**config.mk**
```make
export PLATFORM = sky130hd
export DESIGN_NAME = crc16_length_prefixed_frame_receiver_core
export DESIGN_NICKNAME = d
export VERILOG_FILES = /design/src/design/crc16lpfr_pkg.sv /design/src/design/crc16_length_prefixed_frame_receiver_core.sv
export SDC_FILE = /design/constraint.sdc
export NUM_CORES = 1
export LEC_CHECK = 0
export ABC_AREA = 1
export BUFFER_PORTS_ARGS = -buffer_cell sky130_fd_sc_hd__buf_2
export CAP_MARGIN = 10
export CORE_MARGIN = 2
export CORE_UTILIZATION = 40
export CTS_BUF_LIST = sky130_fd_sc_hd__clkbuf_4 sky130_fd_sc_hd__clkbuf_8
export CTS_CLUSTER_SIZE = 24
export DETAILED_ROUTE_END_ITERATION = 12
export GPL_TIMING_DRIVEN = 0
export SLEW_MARGIN = 20
export SYNTH_ARGS = -nofsm -noshare
export SYNTH_HDL_FRONTEND = slang
export SYNTH_SLANG_ARGS = --single-unit
```
**constraint.sdc**
```tcl
create_clock -name i_clk -period 5.2 [get_ports i_clk]
set_clock_uncertainty 0.1 [all_clocks]
set_input_delay 0.52 -clock i_clk [delete_from_list [all_inputs] [get_ports i_clk]]
set_output_delay 0.52 -clock i_clk [all_outputs]
set_load 0.02 [all_outputs]
```
**src/design/crc16lpfr_pkg.sv**
```systemverilog
package crc16lpfr_pkg;

    // Kind of one result word, carried on the master tuser.
    typedef enum logic [1:0] {
        KIND_PAYLOAD    = 2'd0,
        KIND_FRAME_DONE = 2'd1,
        KIND_LEN_ERR    = 2'd2
    } t_kind;

    localparam int unsigned BYTE_W     = 8;
    localparam int unsigned LEN_W      = 16;
    localparam int unsigned CRC_W      = 16;
    localparam int unsigned OUT_DATA_W = 40;  // 33 bits of fields padded to whole bytes

    localparam logic [LEN_W-1:0] MIN_FRAME_LEN = 16'd5;
    localparam logic [LEN_W:0]   CRC_BYTES     = 17'd2;
    localparam logic [CRC_W-1:0] CRC_POLY      = 16'h1021;

    // One byte of CRC-16/XMODEM, most significant bit first.
    function automatic logic [CRC_W-1:0] crc_update(input logic [CRC_W-1:0] crc,
                                                    input logic [BYTE_W-1:0] data);
        logic [CRC_W-1:0] c;
        c = crc ^ {data, 8'h00};
        for (int k = 0; k < 8; k++) begin
            if (c[CRC_W-1]) begin
                c = {c[CRC_W-2:0], 1'b0} ^ CRC_POLY;
            end else begin
                c = {c[CRC_W-2:0], 1'b0};
            end
        end
        return c;
    endfunction

endpackage

```
**src/design/crc16_length_prefixed_frame_receiver_core.sv**
```systemverilog
// Length-prefixed frame receiver with CRC-16/XMODEM check. Received bytes enter one word
// at a time on the slave stream. A frame is a 16-bit big-endian total byte count (which
// counts the whole frame), one identifier byte, count-5 payload bytes and a CRC-16/XMODEM
// (polynomial 0x1021, initial value 0) sent high byte first, covering every byte before
// it. Each payload byte leaves on the master stream as soon as it arrives; the last CRC
// byte yields a frame-complete word with the identifier, the length and the CRC match
// flag. A count below 5 yields a length-error word when its second byte arrives, and the
// byte after it is taken as the start of a new frame. Count, identifier and first CRC byte
// give no output word. The block takes one byte per clock: the byte-wide CRC update and
// the position compare sit between the frame state registers and the output register,
// and a byte is accepted whenever the output register is empty or is being drained in
// the same cycle, so the rate is one byte per cycle with no added bubbles.
module crc16_length_prefixed_frame_receiver_core (
    input  logic                                    i_clk,
    input  logic                                    i_rst_n,
    input  logic                                    s_axis_tvalid,
    output logic                                    s_axis_tready,
    // [7:0] rx_byte
    input  logic [crc16lpfr_pkg::BYTE_W-1:0]        s_axis_tdata,
    output logic                                    m_axis_tvalid,
    input  logic                                    m_axis_tready,
    // [7:0] data_byte, [15:8] frame_ident, [16] crc_ok, [32:17] total_length,
    // [39:33] zero
    output logic [crc16lpfr_pkg::OUT_DATA_W-1:0]    m_axis_tdata,
    // [1:0] result_kind
    output logic [1:0]                              m_axis_tuser
);
    import crc16lpfr_pkg::*;

    // Frame state.
    logic [LEN_W-1:0]  r_pos,  n_pos;
    logic [LEN_W-1:0]  r_len,  n_len;
    logic [CRC_W-1:0]  r_crc,  n_crc;
    logic [BYTE_W-1:0] r_ident, n_ident;
    logic [BYTE_W-1:0] r_crc_hi, n_crc_hi;

    // Output register.
    logic                  r_out_valid;
    logic [OUT_DATA_W-1:0] r_out_data, n_out_data;
    t_kind                 r_out_kind, n_out_kind;
    logic                  n_emit;

    logic                  w_accept;
    logic [LEN_W-1:0]      w_len_lo;
    logic [LEN_W:0]        w_pos_plus;
    logic [CRC_W-1:0]      w_crc_next;

    // A new byte can be taken while the held result is being drained.
    assign s_axis_tready = !r_out_valid || m_axis_tready;
    assign w_accept      = s_axis_tvalid && s_axis_tready;

    assign w_len_lo   = {r_len[LEN_W-1:BYTE_W], s_axis_tdata};
    assign w_pos_plus = {1'b0, r_pos} + CRC_BYTES;
    assign w_crc_next = crc_update(r_crc, s_axis_tdata);

    always_comb begin
        n_pos      = r_pos;
        n_len      = r_len;
        n_crc      = r_crc;
        n_ident    = r_ident;
        n_crc_hi   = r_crc_hi;
        n_emit     = 1'b0;
        n_out_kind = KIND_PAYLOAD;
        n_out_data = '0;
        priority if (r_pos == 16'd0) begin
            // High count byte opens the frame and restarts the CRC.
            n_len = {s_axis_tdata, 8'h00};
            n_crc = crc_update('0, s_axis_tdata);
            n_pos = 16'd1;
        end else if (r_pos == 16'd1) begin
            n_len = w_len_lo;
            if (w_len_lo < MIN_FRAME_LEN) begin
                // The count cannot hold header and CRC, so the frame is dropped.
                n_emit     = 1'b1;
                n_out_kind = KIND_LEN_ERR;
                n_out_data = {7'd0, w_len_lo, 1'b0, 8'h00, 8'h00};
                n_pos      = '0;
                n_crc      = '0;
            end else begin
                n_crc = w_crc_next;
                n_pos = 16'd2;
            end
        end else if (r_pos == 16'd2) begin
            n_ident = s_axis_tdata;
            n_crc   = w_crc_next;
            n_pos   = 16'd3;
        end else if (w_pos_plus < {1'b0, r_len}) begin
            // Payload byte goes straight out.
            n_crc      = w_crc_next;
            n_pos      = r_pos + 16'd1;
            n_emit     = 1'b1;
            n_out_kind = KIND_PAYLOAD;
            n_out_data = {7'd0, r_len, 1'b0, r_ident, s_axis_tdata};
        end else if (w_pos_plus == {1'b0, r_len}) begin
            n_crc_hi = s_axis_tdata;
            n_pos    = r_pos + 16'd1;
        end else begin
            // Last CRC byte closes the frame.
            n_emit     = 1'b1;
            n_out_kind = KIND_FRAME_DONE;
            n_out_data = {7'd0, r_len, ({r_crc_hi, s_axis_tdata} == r_crc), r_ident, 8'h00};
            n_pos      = '0;
            n_crc      = '0;
        end
    end

    always_ff @(posedge i_clk) begin
        if (!i_rst_n) begin
            r_pos       <= '0;
            r_len       <= '0;
            r_crc       <= '0;
            r_ident     <= '0;
            r_crc_hi    <= '0;
            r_out_valid <= 1'b0;
        end else begin
            if (w_accept) begin
                r_pos       <= n_pos;
                r_len       <= n_len;
                r_crc       <= n_crc;
                r_ident     <= n_ident;
                r_crc_hi    <= n_crc_hi;
                r_out_valid <= n_emit;
            end else if (m_axis_tready) begin
                r_out_valid <= 1'b0;
            end
        end
    end

    // Result payload needs no reset; it is only looked at while valid.
    always_ff @(posedge i_clk) begin
        if (w_accept && n_emit) begin
            r_out_data <= n_out_data;
            r_out_kind <= n_out_kind;
        end
    end

    assign m_axis_tvalid = r_out_valid;
    assign m_axis_tdata  = r_out_data;
    assign m_axis_tuser  = r_out_kind;

endmodule

```
==> metrics, run 1 <==
First-pass DRT Iterations 5; hold endpoint m_axis_tvalid; via count 4828; area leader, netlist dfxtp_1; postcts setup bufs 0; Starting DRT DRC Count 400; Final min period about 4.2 ns; total negative setup slack 0 ns; Post-Layout Cell Count roughly 980; critical path type flop to flop; share of cells above drive strength 1 between 10% and 20%; top cells by area, synth dfxtp_1 (23%), edfxtp_1 (18%), nand2_1 (11%); Post-DP HPWL about 11 mm; VDD IR max approximately 0.00012 V; die width 123.2 um; WHS Path Cells 4; cts repair resizes 0; final hold viol count 0; Routed Antenna Nets 0; CTS Sinks 100; largest net degree at the start of global routing 36; CP endpoint kind flop; vias per std cell slightly below 5; met3 GRT Util ~3.4%; # setup viols final 0; number of core rows between 40 and 50; H-tree depth 3; maximum clock frequency 0.2356 GHz; Skew-Pair Late Insertion Delay around 0.37 ns; Cell Pwr Density between 300 and 400 nW/um^2; Avg WL per Cell approximately 15 um; Slew @ Worst Pin 0.7193 ns; Avg Cell Area, Syn approximately 7.8 um^2; Worst R2R Setup Slack between 0.9 and 1 ns; Post-Synthesis Cells around 730; die area 15170 um^2; overflow left after global routing 0; RSZ-0062 raised after global routing false; Post-layout nets between 800 and 900; met1 usage roughly a quarter; Synth top area share between 20 and 25%; Crit path required time just over 5 ns; crit path max fanout 35; Placed Cells 959; worst r2r dst m_axis_tdata[22]; cts hold-fix bufs 0; CTS root buffer clkbuf_8; first-pass GRT wire length 22.96 mm; Pleak roughly 2.7 nW; Slew headroom 51.97%; WHS between 0.3 and 0.4 ns; yosys warns 0; CP arrival between 4 and 5 ns; number of port buffers 40; most crowded layer after global routing met2; highest-count cells in the layout ignoring fill and taps nand2_1 (165), nor2_1 (94), inv_1 (77); core area 13880 um^2; met2 GRT Util 32.18%; initial antenna violation count 0; fin crit share 81.63%; clock tree buffer depth 2; Final GP Congestion ~0.9; Startpoint Class flop; DRC 0; Netlist Area Pre-Place about 5700 um^2; #FFs+latches synth 100; multi-input logic area 2845 um^2; GRT Total Usage between 10% and 20%; status complete, no violations; diodes inserted 0; worst r2r path cells 20; CTS clock-pin slew for the worst setup and hold paths ~0.11 ns; max capacitance violation total 0; clock tree from TritonCTS done; CTS buffer count 9; Post-Route WL 14.42 mm; HP Start m_axis_tready; IO Pins 56; vias in the first global route ~4500; Sequential Area about 2400 um^2; Tightest Hold Check Type input port to flop; worst r2r src r_pos[2]; Yosys cell types 42; Die Y 123.2 um; Max Transition Viols Final 0; Starting Density between 40% and 50%; Seq/Total Area, Yosys 41.40%; most common cell after layout, fill and taps aside nand2_1; number of fillers in the final layout between 1000 and 1500; Area growth syn-to-layout 11.96%
==> state kept, by name, indices dropped and copies added (netlist names) <==
signal and flops:
m_axis_tvalid 1, r_pos 16, r_crc_hi 8, m_axis_tuser 2, r_len 16, r_crc 16
r_ident 8, m_axis_tdata 33
==> critical path, stage by stage, from the launching register on <==
cell     delay [ns]
dfxtp_1        0.44
ha_1           0.24
nand2_1        0.07
nor2_1         0.29
nand2_1        0.21
nor4_1         0.49
xor2_1         0.22
ha_1           0.25
nand2_1        0.09
inv_1          0.05
nand2_1        0.06
nand2_1        0.05
nand2_1        0.05
nand2_1        0.05
nand2_1        0.14
nand3_4        0.12
nand2_1        0.11
nand2_1        0.05
nand2_1        0.11
nand2_1        0.13
inv_2          0.56
==> stage by stage <==
stage          instance area, um^2  worst slack (ns)  power, mW  utilization (%)
4_1_cts                       6361            0.9595      2.021            45.83
3_3_place_gp                  6130            0.6432      1.455            44.16
5_1_grt                       6361            0.5638      2.123            45.83
3_5_place_dp                  6130            0.9703      1.462            44.16
2_1_floorplan                 5704             1.456      1.321                -
6_report                      6361            0.9551      2.010            45.83
==> area by class of cell <==
| type | instances | area share (%) |
|---|---|---|
| timing repair buffer | 40 | 3.147 |
| sequential | 100 | 36.98 |
| inverter | 82 | 4.839 |
| buffer | 35 | 3.127 |
| multi-input combinational | 522 | 44.73 |
| clock inverter | 7 | 1.692 |
| tap | 180 | 3.541 |
| clock buffer | 9 | 1.947 |
==> synthesized netlist by cell type <==
cell type and number:
nor2_1 94, inv_1 78, o22ai_1 3, nor3_4 1
nand3_2 1, conb_1 1, nand2_2 4, buf_1 1
a2111oi_0 1, inv_2 3, clkbuf_1 10, buf_6 2
nor2_8 1, o21ai_0 29, nand2_1 165, o211ai_1 1
a31oi_1 1, nor2_4 2, a21oi_1 50, o2111ai_1 1
dfxtp_1 65, xor2_1 33, or2_4 1, nor3_2 3
nand3_4 3, nor2_2 4, buf_4 10, nor4_1 3
nand3_1 19, nand3b_1 2, clkinv_1 1, and3_1 2
nand4_1 15, or2_2 7, o211ai_4 1, xnor2_1 25
and2_4 1, edfxtp_1 35, buf_2 12, nor3_1 20
nand2_4 1, ha_1 21
==> per-layer routing <==
| metal | part of all wire, % | routed length, um | vias to the layer above |
|---|---|---|---|
| met5 | 0 | 0 | - |
| li1 | - | - | 2445 |
| met1 | 47 | 6837 | 2254 |
| met4 | 1.4 | 209 | 0 |
| met2 | 47 | 6720 | 113 |
| met3 | 4.5 | 648 | 16 |
==> how the worst max path moves through the flow <==
| stage | from | to | slack [ns] | cells after the start |
|---|---|---|---|---|
| 6_report | r_pos[2] | m_axis_tdata[22] | 0.96 | 20 |
| 5_1_grt | r_pos[2] | m_axis_tdata[21] | 0.56 | 20 |
| 4_1_cts | r_pos[2] | m_axis_tdata[22] | 0.96 | 20 |
| 3_5_place_dp | r_pos[2] | m_axis_tdata[16] | 0.97 | 20 |
| 3_3_place_gp | r_pos[1] | m_axis_tdata[16] | 0.64 | 20 |
| 2_1_floorplan | r_pos[2] | m_axis_tdata[0] | 1.46 | 20 |
==> kinds of logic after synthesis <==
logic type               share of synthesized area, %
AND/OR/NAND/NOR                                 27.84
adder cells (fa/ha/maj)                         4.624
other                                         0.06600
XOR/XNOR                                        8.941
buffers and inverters                           8.919
AO/OA/AOI/OAI                                   8.214
flip-flops                                      41.40
==> where the power goes <==
group	switching, mW	internal, mW	leakage, nW	total, mW
Combinational	0.370	0.174	1.75	0.544
Sequential	0.0321	0.872	0.860	0.905
Clock	0.319	0.242	0.115	0.561
No activity file was read; power rests on OpenSTA's default activity.
==> inputs of run 2 (changes only) <==
ABC_AREA = 0   (was 1)
clock period = 3.8 ns   (was 5.2 ns; I/O delays follow)
==> metrics, run 2 <==
status complete, no violations; DRC 0 (unchanged); CP arrival 3.88 ns (-0.28 ns); clock tree buffer depth 2 (unchanged); overflow left after global routing 0 (unchanged); diodes inserted 0 (unchanged); number of fillers in the final layout 1272 (-11%); worst r2r dst r_pos[5]; Avg Cell Area, Syn 9.153 um^2 (+18%); WHS 0.1410 ns (-0.2222 ns); vias in the first global route 4438 (-1.3%); HP Start s_axis_tvalid; Largest register FFs 33 (unchanged); GRT Total Usage 19.92% (+0.23 points); CTS buffer count 9 (unchanged); Sequential Area 2360 um^2 (+0.32%); via count 4600 (-4.7%); CTS root buffer clkbuf_8; largest net degree at the start of global routing 20 (-44%); number of port buffers 44 (+10%); Post-Route WL 13.96 mm (-3.2%); Starting Density 41.03% (+0.099 points); yosys warns 0 (unchanged); Routed Antenna Nets 0 (unchanged); die area 14590 um^2 (-3.9%); worst r2r src r_pos[3]; fin crit share 96.51% (+15 points); Seq/Total Area, Yosys 43.12% (+1.7 points); fin area 6325 um^2 (-0.57%); IO Pins 56 (unchanged); most frequent cell after synthesis dfxtp_1; Post-Layout Cell Count 851 (-13%); maximum clock frequency 0.2727 GHz (+16%); CP endpoint kind flop; Die Y 120.8 um (-1.9%); vias per std cell 5.405 (+9.2%); Max Transition Viols Final 0 (unchanged); initial antenna violation count 0 (unchanged); VDD IR max 0.0001599 V (+29%); Avg WL per Cell 16.40 um (+11%); multi-input logic area 2908 um^2 (+2.2%); max capacitance violation total 0 (unchanged); top cells by area, synth dfxtp_1 (24%), edfxtp_1 (19%), xor2_1 (5.1%); number of core rows 42 (-2.3%); CTS clock-pin slew for the worst setup and hold paths 0.10 ns (about the same); placed cell area 5927 um^2 (-3.3%); final hold viol count 0 (unchanged); Pleak 2.513 nW (-7.9%); clock tree from TritonCTS done; crit path max fanout 10 (-71%); Post-layout nets 703 (-15%); WHS Path Cells 2 (-2); Final GP Congestion 0.9918 (+7.7%); top post-synthesis cells by count dfxtp_1 (65), nand2_1 (58), nor2_1 (49), a21oi_1 (35), edfxtp_1 (35); First-pass DRT Iterations 5 (unchanged); Main synth FF type dfxtp_1; Slew @ Worst Pin 0.7256 ns (+0.006254 ns); first-pass GRT wire length 22.73 mm (-0.99%); share of cells above drive strength 1 17.63% (+3.3 points); #FFs+latches synth 100 (unchanged); Post-synth EDFFs 35 (unchanged); CTS Sinks 100 (unchanged); final core occ 47.57% (+1.7 points); Startpoint Class flop; Worst R2R Setup Slack 0.13 ns (-0.82 ns); Synth async-reset ratio 0% (unchanged); worst r2r path cells 14 (-30%); Synth top area share 23.85% (+0.95 points); Netlist Area Pre-Place 5455 um^2 (-4.0%); hold endpoint m_axis_tvalid; # setup viols final 0 (unchanged); most common cell after layout, fill and taps aside dfxtp_1; Final min period 3.667 ns (-0.5775 ns); highest-count cells in the layout ignoring fill and taps dfxtp_1 (63), nand2_1 (58), buf_2 (52); Tightest Hold Check Type input port to flop; core area 13300 um^2 (-4.2%); RSZ-0062 raised after global routing false; Slew headroom 51.45% (-0.53 points); die width 120.8 um (-1.9%); Area growth syn-to-layout 15.94%; H-tree depth 3 (unchanged); Crit path required time 4.02 ns (-1.09 ns); Skew-Pair Late Insertion Delay 0.39 ns (+0.02 ns); Placed Cells 822 (-14%); Starting DRT DRC Count 405 (+1.3%); Post-DP HPWL 9.878 mm (-7.6%); Yosys cell types 53 (+26%); area leader, netlist dfxtp_1; Cell Pwr Density 409.3 nW/um^2 (+30%); cts hold-fix bufs 0 (unchanged); critical path type flop to flop; Post-Synthesis Cells 596 (-19%)
-- run 2: cell count changes after synthesis, sizes merged, moves of 13 or more --
cell    before  now
nor2       101   49
a21oi       50   36
a31oi        1   14
inv         81   25
mux2i        0   20
clkbuf      10   27
nand2      170   58
nor3        24    9
and2         1   29
-- run 2: routing by layer --
layer	global-route usage (%)	up-vias	routed length (um)
met5	0	-	0
met4	7.631	0	271
met3	2.877	22	938
met2	31.60	175	6451
met1	27.48	2184	6295
li1	-	2219	-
-- run 2: where the power goes --
group          total (mW)  internal (mW)  leakage, nW  switching, mW
sequential           1.23           1.18        0.854         0.0505
combinational       0.679          0.249         1.57          0.430
clock               0.679          0.256       0.0940          0.423
-- run 2: cell families (layout without fill, tap and decap cells) --
kind of cell	after synthesis	count (layout)	synth area share, %
muxes	20	20	3.670
other	1	7	0.06874
and+or+nand+nor	209	212	18.67
AOI/OAI and AO/OA	113	113	13.99
DFF	100	100	43.12
xor gates and xnor gates	59	59	9.473
adders and majority gates	21	21	4.816
buffers and inverters	73	143	6.192
-- run 2: worst max-delay path by stage --
| stage | from | to | slack [ns] | cells past startpoint |
|---|---|---|---|---|
| 6_report | r_pos[3] | r_pos[5] | 0.13 | 14 |
| 5_1_grt | r_pos[1] | r_crc_hi[7] | 0.003 | 16 |
| 4_1_cts | r_pos[1] | r_crc_hi[7] | 0.02 | 16 |
| 3_5_place_dp | r_pos[1] | m_axis_tdata[11] | -0.78 | 14 |
| 3_3_place_gp | r_pos[1] | m_axis_tdata[16] | -0.72 | 14 |
| 2_1_floorplan | r_pos[2] | m_axis_tdata[0] | 0.07 | 14 |
-- run 2: repair_timing --
item	4_1_cts	5_1_grt
pin swaps	2	8
gates resized for setup	12	18
endpoints found under the hold margin	0	0
cloned	3	0
setup endpoints to repair	110	102
buffers inserted	4	6
-- run 2: area by class of cell --
| cell class | count | share of cell area, % |
|---|---|---|
| Sequential cell | 100 | 37.31 |
| Inverter | 25 | 1.484 |
| Tap cell | 176 | 3.482 |
| Multi-Input combinational cell | 432 | 45.97 |
| Clock buffer | 9 | 1.958 |
| Buffer | 48 | 4.016 |
| Clock inverter | 7 | 1.108 |
| Timing Repair Buffer | 54 | 4.669 |
-- run 2: critical path, stage by stage (launching register included) --
cell	delay, ns
dfxtp_1	0.32
buf_4	0.17
nand4_1	0.12
or4_4	0.60
xnor2_1	0.16
ha_1	0.32
a211oi_1	0.20
o21ai_0	0.15
a31oi_2	0.27
o221ai_4	0.18
a2111oi_4	0.36
buf_4	0.20
buf_6	0.15
nand2_1	0.12
o22ai_2	0.18
-- run 2: stage by stage --
step                      power [mW]  setup slack [ns]  setup TNS [ns]
after global routing           2.722          0.002752               0
after floorplan                1.711           0.07164               0
after detailed placement       1.881           -0.7842          -63.06
after CTS                      2.570           0.01886               0
after global placement         1.867           -0.7204          -56.09
final                          2.589            0.1325               0
